$ cat src/rtl/bbac_pkg.sv
// ----------------------------------------------------------------------------
// bbac_pkg
// Shared types and constants of the buzzer beep and alarm controller.
// ----------------------------------------------------------------------------
package bbac_pkg;

    localparam int DurationBits = 16;

    localparam int CommandBits  = 3;
    localparam int DurInBits    = 16;
    localparam int CfgIdxBits   = 2;
    localparam int CfgDataBits  = 16;
    localparam int PhaseBits    = 8;
    localparam int BeepCntBits  = 4;
    localparam int MaxBeepBits  = 16;

    localparam logic [PhaseBits-1:0]   AlarmOnReset    = 8'd200;
    localparam logic [PhaseBits-1:0]   AlarmOffReset   = 8'd100;
    localparam logic [BeepCntBits-1:0] BeepTotalReset  = 4'd3;
    localparam logic [MaxBeepBits-1:0] MaxBeepReset    = 16'd60000;

    typedef enum logic [CommandBits-1:0] {
        CMD_TICK        = 3'd0,
        CMD_ON          = 3'd1,
        CMD_OFF         = 3'd2,
        CMD_TOGGLE      = 3'd3,
        CMD_SET_POWER   = 3'd4,
        CMD_BEEP        = 3'd5,
        CMD_ALARM_START = 3'd6,
        CMD_ALARM_STOP  = 3'd7
    } t_cmd;

    typedef enum logic [CfgIdxBits-1:0] {
        CFG_ALARM_ON   = 2'd0,
        CFG_ALARM_OFF  = 2'd1,
        CFG_BEEP_TOTAL = 2'd2,
        CFG_MAX_BEEP   = 2'd3
    } t_cfg_idx;

    typedef struct packed {
        logic buzzer_on;
        logic alarm_active;
        logic rejected;
    } t_result;

endpackage

$ cat src/rtl/buzzer_beep_alarm_controller.sv
// ----------------------------------------------------------------------------
// buzzer_beep_alarm_controller
// Buzzer drive from commands and 1 ms ticks, with timed beep and alarm run.
// ----------------------------------------------------------------------------
// Usage:
//   Input channel (i_in_valid / o_in_stall) carries one command or one tick
//   per word; every accepted word yields exactly one result word on the
//   output channel (o_out_valid / i_out_stall): buzzer level, alarm running
//   flag and a reject flag for an out-of-range beep duration.
//   Configuration writes use i_cfg_valid / o_cfg_ready with a register index
//   and data; ready is always high. Write only while the block is idle.
//   The result is registered (in the skid register while the output stalls).
//   Throughput: one word per cycle while o_in_stall is low; state update and
//   result come from one pass of logic between state and result registers.
//   A two-entry output stage (result register plus skid register) keeps
//   accepting while a result waits; o_in_stall rises only when both hold a
//   word, and falls again once the receiver takes one.
//   Reset (synchronous, active low) turns the buzzer off, ends any alarm,
//   disarms auto-off, empties the output stage and restores the register
//   defaults: on 200, off 100, beeps 3, longest beep 60000 ticks.
// ----------------------------------------------------------------------------
module buzzer_beep_alarm_controller (
    input  logic                                i_clk,
    input  logic                                i_rst_n,
    input  logic                                i_in_valid,
    output logic                                o_in_stall,
    input  logic [bbac_pkg::CommandBits-1:0]    i_command,
    input  logic                                i_power_value,
    input  logic [bbac_pkg::DurInBits-1:0]      i_duration_ticks,
    output logic                                o_out_valid,
    input  logic                                i_out_stall,
    output logic                                o_buzzer_on,
    output logic                                o_alarm_active,
    output logic                                o_rejected,
    input  logic                                i_cfg_valid,
    output logic                                o_cfg_ready,
    input  logic [bbac_pkg::CfgIdxBits-1:0]     i_cfg_index,
    input  logic [bbac_pkg::CfgDataBits-1:0]    i_cfg_data
);
    import bbac_pkg::*;

    logic [PhaseBits-1:0]    r_alarm_on;
    logic [PhaseBits-1:0]    r_alarm_off;
    logic [BeepCntBits-1:0]  r_beep_total;
    logic [MaxBeepBits-1:0]  r_max_beep;

    logic                    r_power;
    logic                    r_auto_run;
    logic [DurationBits-1:0] r_auto_left;
    logic                    r_alarm;
    logic [PhaseBits-1:0]    r_phase_left;
    logic [BeepCntBits-1:0]  r_beeps_done;

    logic                    n_power;
    logic                    n_auto_run;
    logic [DurationBits-1:0] n_auto_left;
    logic                    n_alarm;
    logic [PhaseBits-1:0]    n_phase_left;
    logic [BeepCntBits-1:0]  n_beeps_done;
    logic                    n_rejected;

    logic                    r_out_valid;
    t_result                 r_out;
    logic                    r_skid_valid;
    t_result                 r_skid;

    logic                    accept;
    logic                    out_free;
    logic [DurationBits-1:0] dur;
    t_result                 result;

    assign accept   = i_in_valid && !r_skid_valid;
    assign out_free = !r_out_valid || !i_out_stall;
    assign dur      = DurationBits'(i_duration_ticks);

    always_comb begin
        n_power      = r_power;
        n_auto_run   = r_auto_run;
        n_auto_left  = r_auto_left;
        n_alarm      = r_alarm;
        n_phase_left = r_phase_left;
        n_beeps_done = r_beeps_done;
        n_rejected   = 1'b0;
        case (t_cmd'(i_command))
            CMD_TICK: begin
                if (r_auto_run) begin
                    if (r_auto_left <= DurationBits'(1)) begin
                        n_auto_left = '0;
                        n_auto_run  = 1'b0;
                        n_power     = 1'b0;
                    end else begin
                        n_auto_left = r_auto_left - DurationBits'(1);
                    end
                end
                if (r_alarm) begin
                    if (r_phase_left <= PhaseBits'(1)) begin
                        n_phase_left = '0;
                        if (r_beeps_done < r_beep_total) begin
                            if (n_power) begin
                                n_power      = 1'b0;
                                n_phase_left = r_alarm_off;
                            end else begin
                                n_power      = 1'b1;
                                n_beeps_done = r_beeps_done + BeepCntBits'(1);
                                n_phase_left = r_alarm_on;
                            end
                        end else begin
                            n_power      = 1'b0;
                            n_alarm      = 1'b0;
                            n_beeps_done = '0;
                        end
                    end else begin
                        n_phase_left = r_phase_left - PhaseBits'(1);
                    end
                end
            end
            CMD_ON: begin
                n_power = 1'b1;
            end
            CMD_OFF: begin
                n_power     = 1'b0;
                n_auto_run  = 1'b0;
                n_auto_left = '0;
            end
            CMD_TOGGLE: begin
                n_power = !r_power;
            end
            CMD_SET_POWER: begin
                n_power = i_power_value;
            end
            CMD_BEEP: begin
                if ((dur == '0) || (32'(dur) > 32'(r_max_beep))) begin
                    n_rejected = 1'b1;
                end else begin
                    n_alarm      = 1'b0;
                    n_beeps_done = '0;
                    n_phase_left = '0;
                    n_power      = 1'b1;
                    n_auto_run   = 1'b1;
                    n_auto_left  = dur;
                end
            end
            CMD_ALARM_START: begin
                n_auto_run   = 1'b0;
                n_auto_left  = '0;
                n_alarm      = 1'b1;
                n_power      = 1'b1;
                n_beeps_done = BeepCntBits'(1);
                n_phase_left = r_alarm_on;
            end
            CMD_ALARM_STOP: begin
                if (r_alarm) begin
                    n_alarm      = 1'b0;
                    n_beeps_done = '0;
                    n_phase_left = '0;
                end
            end
            default: begin
            end
        endcase
        result.buzzer_on    = n_power;
        result.alarm_active = n_alarm;
        result.rejected     = n_rejected;
    end

    always_ff @(posedge i_clk) begin
        if (!i_rst_n) begin
            r_alarm_on   <= AlarmOnReset;
            r_alarm_off  <= AlarmOffReset;
            r_beep_total <= BeepTotalReset;
            r_max_beep   <= MaxBeepReset;
        end else if (i_cfg_valid) begin
            case (t_cfg_idx'(i_cfg_index))
                CFG_ALARM_ON:   r_alarm_on   <= i_cfg_data[PhaseBits-1:0];
                CFG_ALARM_OFF:  r_alarm_off  <= i_cfg_data[PhaseBits-1:0];
                CFG_BEEP_TOTAL: r_beep_total <= i_cfg_data[BeepCntBits-1:0];
                CFG_MAX_BEEP:   r_max_beep   <= i_cfg_data[MaxBeepBits-1:0];
                default: begin
                end
            endcase
        end
    end

    always_ff @(posedge i_clk) begin
        if (!i_rst_n) begin
            r_power      <= 1'b0;
            r_auto_run   <= 1'b0;
            r_auto_left  <= '0;
            r_alarm      <= 1'b0;
            r_phase_left <= '0;
            r_beeps_done <= '0;
        end else if (accept) begin
            r_power      <= n_power;
            r_auto_run   <= n_auto_run;
            r_auto_left  <= n_auto_left;
            r_alarm      <= n_alarm;
            r_phase_left <= n_phase_left;
            r_beeps_done <= n_beeps_done;
        end
    end

    // advance the output stage: skid drains first, else a new word lands
    always_ff @(posedge i_clk) begin
        if (!i_rst_n) begin
            r_out_valid  <= 1'b0;
            r_skid_valid <= 1'b0;
        end else if (out_free) begin
            if (r_skid_valid) begin
                r_out_valid  <= 1'b1;
                r_skid_valid <= 1'b0;
            end else begin
                r_out_valid <= accept;
            end
        end else if (accept) begin
            r_skid_valid <= 1'b1;
        end
    end

    always_ff @(posedge i_clk) begin
        if (out_free) begin
            if (r_skid_valid) begin
                r_out <= r_skid;
            end else if (accept) begin
                r_out <= result;
            end
        end else if (accept) begin
            r_skid <= result;
        end
    end

    assign o_in_stall     = r_skid_valid;
    assign o_out_valid    = r_out_valid;
    assign o_buzzer_on    = r_out.buzzer_on;
    assign o_alarm_active = r_out.alarm_active;
    assign o_rejected     = r_out.rejected;
    assign o_cfg_ready    = 1'b1;

endmodule

$ cat config.mk
export PLATFORM = sky130hd
export DESIGN_NAME = buzzer_beep_alarm_controller
export DESIGN_NICKNAME = d
export VERILOG_FILES = /design/src/rtl/bbac_pkg.sv /design/src/rtl/buzzer_beep_alarm_controller.sv
export SDC_FILE = /design/constraint.sdc
export NUM_CORES = 1
export LEC_CHECK = 0
export BUFFER_PORTS_ARGS = -buffer_cell sky130_fd_sc_hd__buf_2
export CORE_ASPECT_RATIO = 0.8
export CORE_MARGIN = 2
export CORE_UTILIZATION = 51
export CTS_CLUSTER_SIZE = 24
export DETAILED_ROUTE_END_ITERATION = 6
export GPL_ROUTABILITY_DRIVEN = 0
export GPL_TIMING_DRIVEN = 1
export PLACE_DENSITY = 0.69
export SYNTH_ARGS = -nofsm -noshare
export SYNTH_HDL_FRONTEND = slang
export SYNTH_SLANG_ARGS = --single-unit
$ cat constraint.sdc
create_clock -name i_clk -period 7.5 [get_ports i_clk]
set_clock_uncertainty 0.1 [all_clocks]
set_input_delay 1.125 -clock i_clk [delete_from_list [all_inputs] [get_ports i_clk]]
set_output_delay 1.125 -clock i_clk [all_outputs]
set_load 0.01 [all_outputs]
# [Word level (Yosys, flattened, before mapping)]
# Index checks and enable logic that the tools add are counted.
[word_totals] output_inout_bits=6 regBits=75 input_bits=43
[op_classes] addsub=3 eq_ne=16 order_cmp=4 reduce_logical=26 n_mux=41 bitwise=2
[op_table] cell="$mux 16" count=3
[op_table] cell="$mux 8" count=6
[op_table] cell="$pmux 16 s3" count=1
[op_table] cell="$pmux 8 s4" count=1
[op_table] cell="$mux 4" count=6
[op_table] cell="$mux 1" count=18
[op_table] cell="$gt 16x16->1" count=1
[op_table] cell="$le 16x1->1 const B" count=1
[op_table] cell="$logic_not 16->1" count=1
[op_table] cell="$pmux 4 s4" count=1
[op_table] cell="$sub 16x1->16 const B" count=1
[op_table] cell="$eq 3x3->1 const B" count=4
[op_table] cell="$reduce_and 2->1" count=6
[op_table] cell="$ne 2x2->1 const B" count=5
[op_table] cell="$le 8x1->1 const B" count=1
[op_table] cell="$sub 8x1->8 const B" count=1
[op_table] cell="$reduce_and 7->1" count=1
[op_table] cell="$eq 3x2->1 const B" count=2
[op_table] cell="$mux 3" count=2
[op_table] cell="$pmux 1 s6" count=1
[op_table] cell="$reduce_or 2->1" count=3
[op_table] cell="$reduce_and 5->1" count=1
[op_table] cell="$add 4x1->4 const B" count=1
[op_table] cell="$eq 2x2->1 const B" count=2
[op_table] cell="17 further kinds" count=22

# [Longest topological paths before layout]
[depth] depth_word=11 ltp_mapped=10 mapped_depth_nobuf=9

# [Least setup slack after synthesis]
# OpenSTA, ideal clock, no wires.
[synth_path] path_kind="input to register" from="in i_duration_ticks[13] (netlist bit)" to="reg r_auto_left[8]" stages=9 t_arrival_ns=2.993 setup_slack_ns=4.291 path_cell_list="ha_1 > nand4_1 > nor4_1 > nor2b_1 > a31o_2 > a31o_2 > clkbuf_1 > o21ai_0 > a31o_2"
[synth_via] elab_chain_cells=4 word_cells_on_any_way=5 cone_classes="order compare (1); eq/ne (1); reduce/logical (3)"
[synth_rtl] item="start, declared" line="buzzer_beep_alarm_controller.sv:29" text="input logic [bbac_pkg::DurInBits-1:0] i_duration_ticks,"
[synth_rtl] item="$gt 16x16->1 / $logic_not 16->1 (equally long branches)" line="buzzer_beep_alarm_controller.sv:132" text="if ((dur == '0) || (32'(dur) > 32'(r_max_beep))) begin"
[synth_rtl] item="$logic_or 1x1->1 *" line="buzzer_beep_alarm_controller.sv:132"
[synth_rtl] item="$ne 2x2->1 (no line) *"
[synth_rtl] item="$reduce_and 4->1 (no line) *"
[synth_rtl] item="end signal, assigned" line="buzzer_beep_alarm_controller.sv:195" text="r_auto_left <= n_auto_left;"
[synth_rtl] item="end, declared" line="buzzer_beep_alarm_controller.sv:49" text="logic [DurationBits-1:0] r_auto_left;"
# Mark *: on every way between the ends. The rest lies on a longest branch, timed or not.
# A chain may end at the register's enable or synchronous reset.

# [Final worst setup path]
# Ends and elaborated chain as after synthesis.

==> results.toml <==
[status]
status = "finished clean"

[final_layout]
fin_nets = 627
drive_gt1_frac = 0.140
areaGrowthSynthToFinish_pct = 12.3
num-fill-cells = 774
diodes = 0
design_area_um2 = 4810
seqCellArea_um2 = 1560
multiInputGateArea_um2 = 2490

[sta]
finalHoldViolCount = 0
setup_viol = 0
max_freq_mhz = 289
fin_crit_ps = 3460
fin_worst_hold_slack_ps = 360
layout_setup_ws_ps = 4040
timing.final.max_slew_violations = 0
relSlewSlack = 0.340
setup_tns_ps = 0
fin_crit_sh = 0.461
worst_pin_slew_ps = 981
rsz0062_at_grt = "false"

[critical_path]
crit_chain = "buf_2 -> ha_1 -> nand4_1 -> nor4_1 -> nor2b_1 -> a31o_2 -> a31o_2 -> o21ai_0 -> a31o_2"
cp_slowest_stage_delay_ps = 570
crit_slowest_cell = "a31o_2"
crit_path_max_fanout = 32
timing.rr.end = "r_phase_left[4]$_SDFFE_PN0P_"
worstSetupEndpointType = "flip-flop"
crit_start = "i_duration_ticks[13]"
required_ps = 7660
r2r_cells = 7
r2r_start = "r_beep_total[1]$_SDFFE_PN1P_"
worst-path-buf-inv = 1
r2r_setup_slack_ps = 4370
timing_worst_setup_path_type = "input port to flip-flop"
cpMostUsedCell = "a31o_2"
crit_arrival_ps = 3620
path_delay_family = "compound AO/OA/AOI/OAI gates"
cp-start-kind = "input port"

[logic_synthesis]
synth_edf_count = 6
synthTopCellsByArea = "dfxtp_1 32%, ha_1 7.0%, nand2_1 5.9%"
synth_ff_type = "dfxtp_1"
synth_nets = 594
yosysMostFrequentCell = "dfxtp_1"
synth_area_um2 = 4280
synth_common_cells = "69 x dfxtp_1, 67 x nand2_1, 56 x nor2_1"
synth.top_cell.area_share = 0.323
async_reset_ff_frac = 0
synth_cell_type_count = 62
synth_warnings = 0
synthCells = 527
synth.ff_latch_count = 75
synth.largest_area_cell = "dfxtp_1"
yosysSeqAreaShare = 0.365
post_synth.cell_area_avg_um2 = 8.12

[global_route]
grt.busiest_layer = "met2"
use_met3 = 0.0456
grt_pass1_wl_mm = 18.4
grt_util_met2 = 0.397
grt_start_max_net_pins = 44
globalRouteOverflowTotal = 0
grt_pass1_vias = 3775
grt_usage = 0.251
antenna_found_initial = 0
met1_usage = 0.355

[detailed_routing]
drt_wl_total_mm = 11.0
vias = 3992
post_drt_wl_per_cell_um = 16.3
drtPass1Iterations = 5
drc = 0
dr.first_iter.drc_count = 276
drtAntennaViolNets = 0
via_per_inst = 5.93

[clocking]
clk_pin_slew_ps = 90
htreeDepth = 3
insertion_delay_ps = 360
cts.path.max_buffers = 2
ctsResizeCount = 0
post_cts_buffers = 0
cts_tree = "done"
cts_buffers = 9
holdBufCountCts = 0
cts_sinks = 75
cts-root-buf = "clkbuf_8"

[worst_hold_path]
whs_path_depth = 2
hold_class = "flip-flop to flip-flop"
hp-start = "r_max_beep[2]$_SDFFE_PN0P_"
whs_endpoint = "r_max_beep[2]$_SDFFE_PN0P_"

[place]
dp_slack_ps = 3730
dpl.hpwl_mm = 7.92
place_area_um2 = 4560
port_buffers = 47

[power]
ir_drop_uv = 98.8
p_per_area_nw_per_um2 = 223
p_leak_nw = 2.01

[floorplan]
core_um2 = 8060
die_area_um2 = 9150
fp.dieW_um = 106
die_h_um = 86.0
ios = 49
row_count = 29
start_util = 0.532

[job]
drv_cap = 0
metrics by stage:
| step | util | cells | total power [mW] |
|---|---|---|---|
| 2_1_floorplan | - | 527 | 0.634 |
| 3_3_place_gp | 0.567 | 657 | 0.694 |
| 3_5_place_dp | 0.567 | 657 | 0.698 |
| 4_1_cts | 0.597 | 673 | 1.08 |
| 5_1_grt | 0.597 | 673 | 1.13 |
| 6_report | 0.597 | 673 | 1.07 |
routing by layer:
metal,vias to the layer above,wire length [um]
li1,1985,-
met1,1858,5330
met2,134,4900
met3,15,619
met4,0,137
met5,-,0
how the worst max path moves through the flow:
stage,end,cells past startpoint
after floorplan,r_auto_left[8]$_SDFFE_PN0P_,9
after global placement,r_auto_left[8]$_SDFFE_PN0P_,9
after detailed placement,r_auto_left[8]$_SDFFE_PN0P_,9
after CTS,r_auto_left[8]$_SDFFE_PN0P_,9
after global routing,r_auto_left[8]$_SDFFE_PN0P_,9
final,r_auto_left[8]$_SDFFE_PN0P_,9
flip-flops by register name, indices dropped and copies added (netlist names):
name	count
r_auto_left	16
r_max_beep	16
r_alarm_off	8
r_alarm_on	8
r_phase_left	8
r_beep_total	4
r_beeps_done	4
r_skid	3
o_alarm_active	1
o_buzzer_on	1
o_in_stall	1
o_out_valid	1
o_rejected	1
r_alarm	1
r_auto_run	1
r_power	1
final cells by class:
cell class                 count  area share
inverter                      32      0.0250
tap                          108      0.0281
timing repair buffer          50      0.0536
clock buffer                  10      0.0310
sequential                    75       0.325
clock inverter                 6      0.0198
multi-input combinational    392       0.518
cells by family after synthesis:
family,count (synthesis),share of synthesized area
and+or+nand+nor,187,0.200
AOI/OAI and AO/OA,150,0.243
DFF,75,0.365
buffers and inverters,60,0.0538
adders and majority gates,24,0.0701
muxes,20,0.0468
xor gates and xnor gates,10,0.0205
other,1,0.000876
worst reg2reg max path, delay by kind of cell (launching register included):
| kind | cells | cell delay (ps) |
|---|---|---|
| buf+inv | 1 | 50 |
| compound gates | 5 | 2330 |
| flops | 1 | 310 |
| fa+ha+maj | 1 | 280 |
where the power goes:
| group | switching, mW | total [mW] | internal [mW] |
|---|---|---|---|
| Clock | 0.168 | 0.378 | 0.211 |
| Combinational | 0.151 | 0.249 | 0.0980 |
| Sequential | 0.0200 | 0.446 | 0.426 |
cell usage in the layout, fill, tap and decap left out, types with 4 or more instances in the layout:
master | Yosys | layout
nand4_1 | 8 | 8
nor4_1 | 11 | 11
nand3_1 | 7 | 7
buf_2 | 1 | 47
dfxtp_1 | 69 | 69
or4_1 | 4 | 4
a221oi_1 | 5 | 5
nor2b_1 | 5 | 5
nor3_1 | 11 | 11
mux2i_1 | 20 | 20
clkbuf_8 | 0 | 9
xnor2_1 | 5 | 5
a22oi_1 | 7 | 7
nor2_1 | 56 | 56
inv_1 | 31 | 31
edfxtp_1 | 6 | 6
a32o_1 | 4 | 4
a21oi_1 | 44 | 44
a31o_2 | 5 | 5
ha_1 | 24 | 24
a211oi_1 | 12 | 12
xor2_1 | 5 | 5
o21ai_0 | 22 | 22
o31ai_1 | 10 | 10
nand2_1 | 67 | 67
o211ai_1 | 12 | 12
Note: power is estimated with default switching activity, not from simulation.
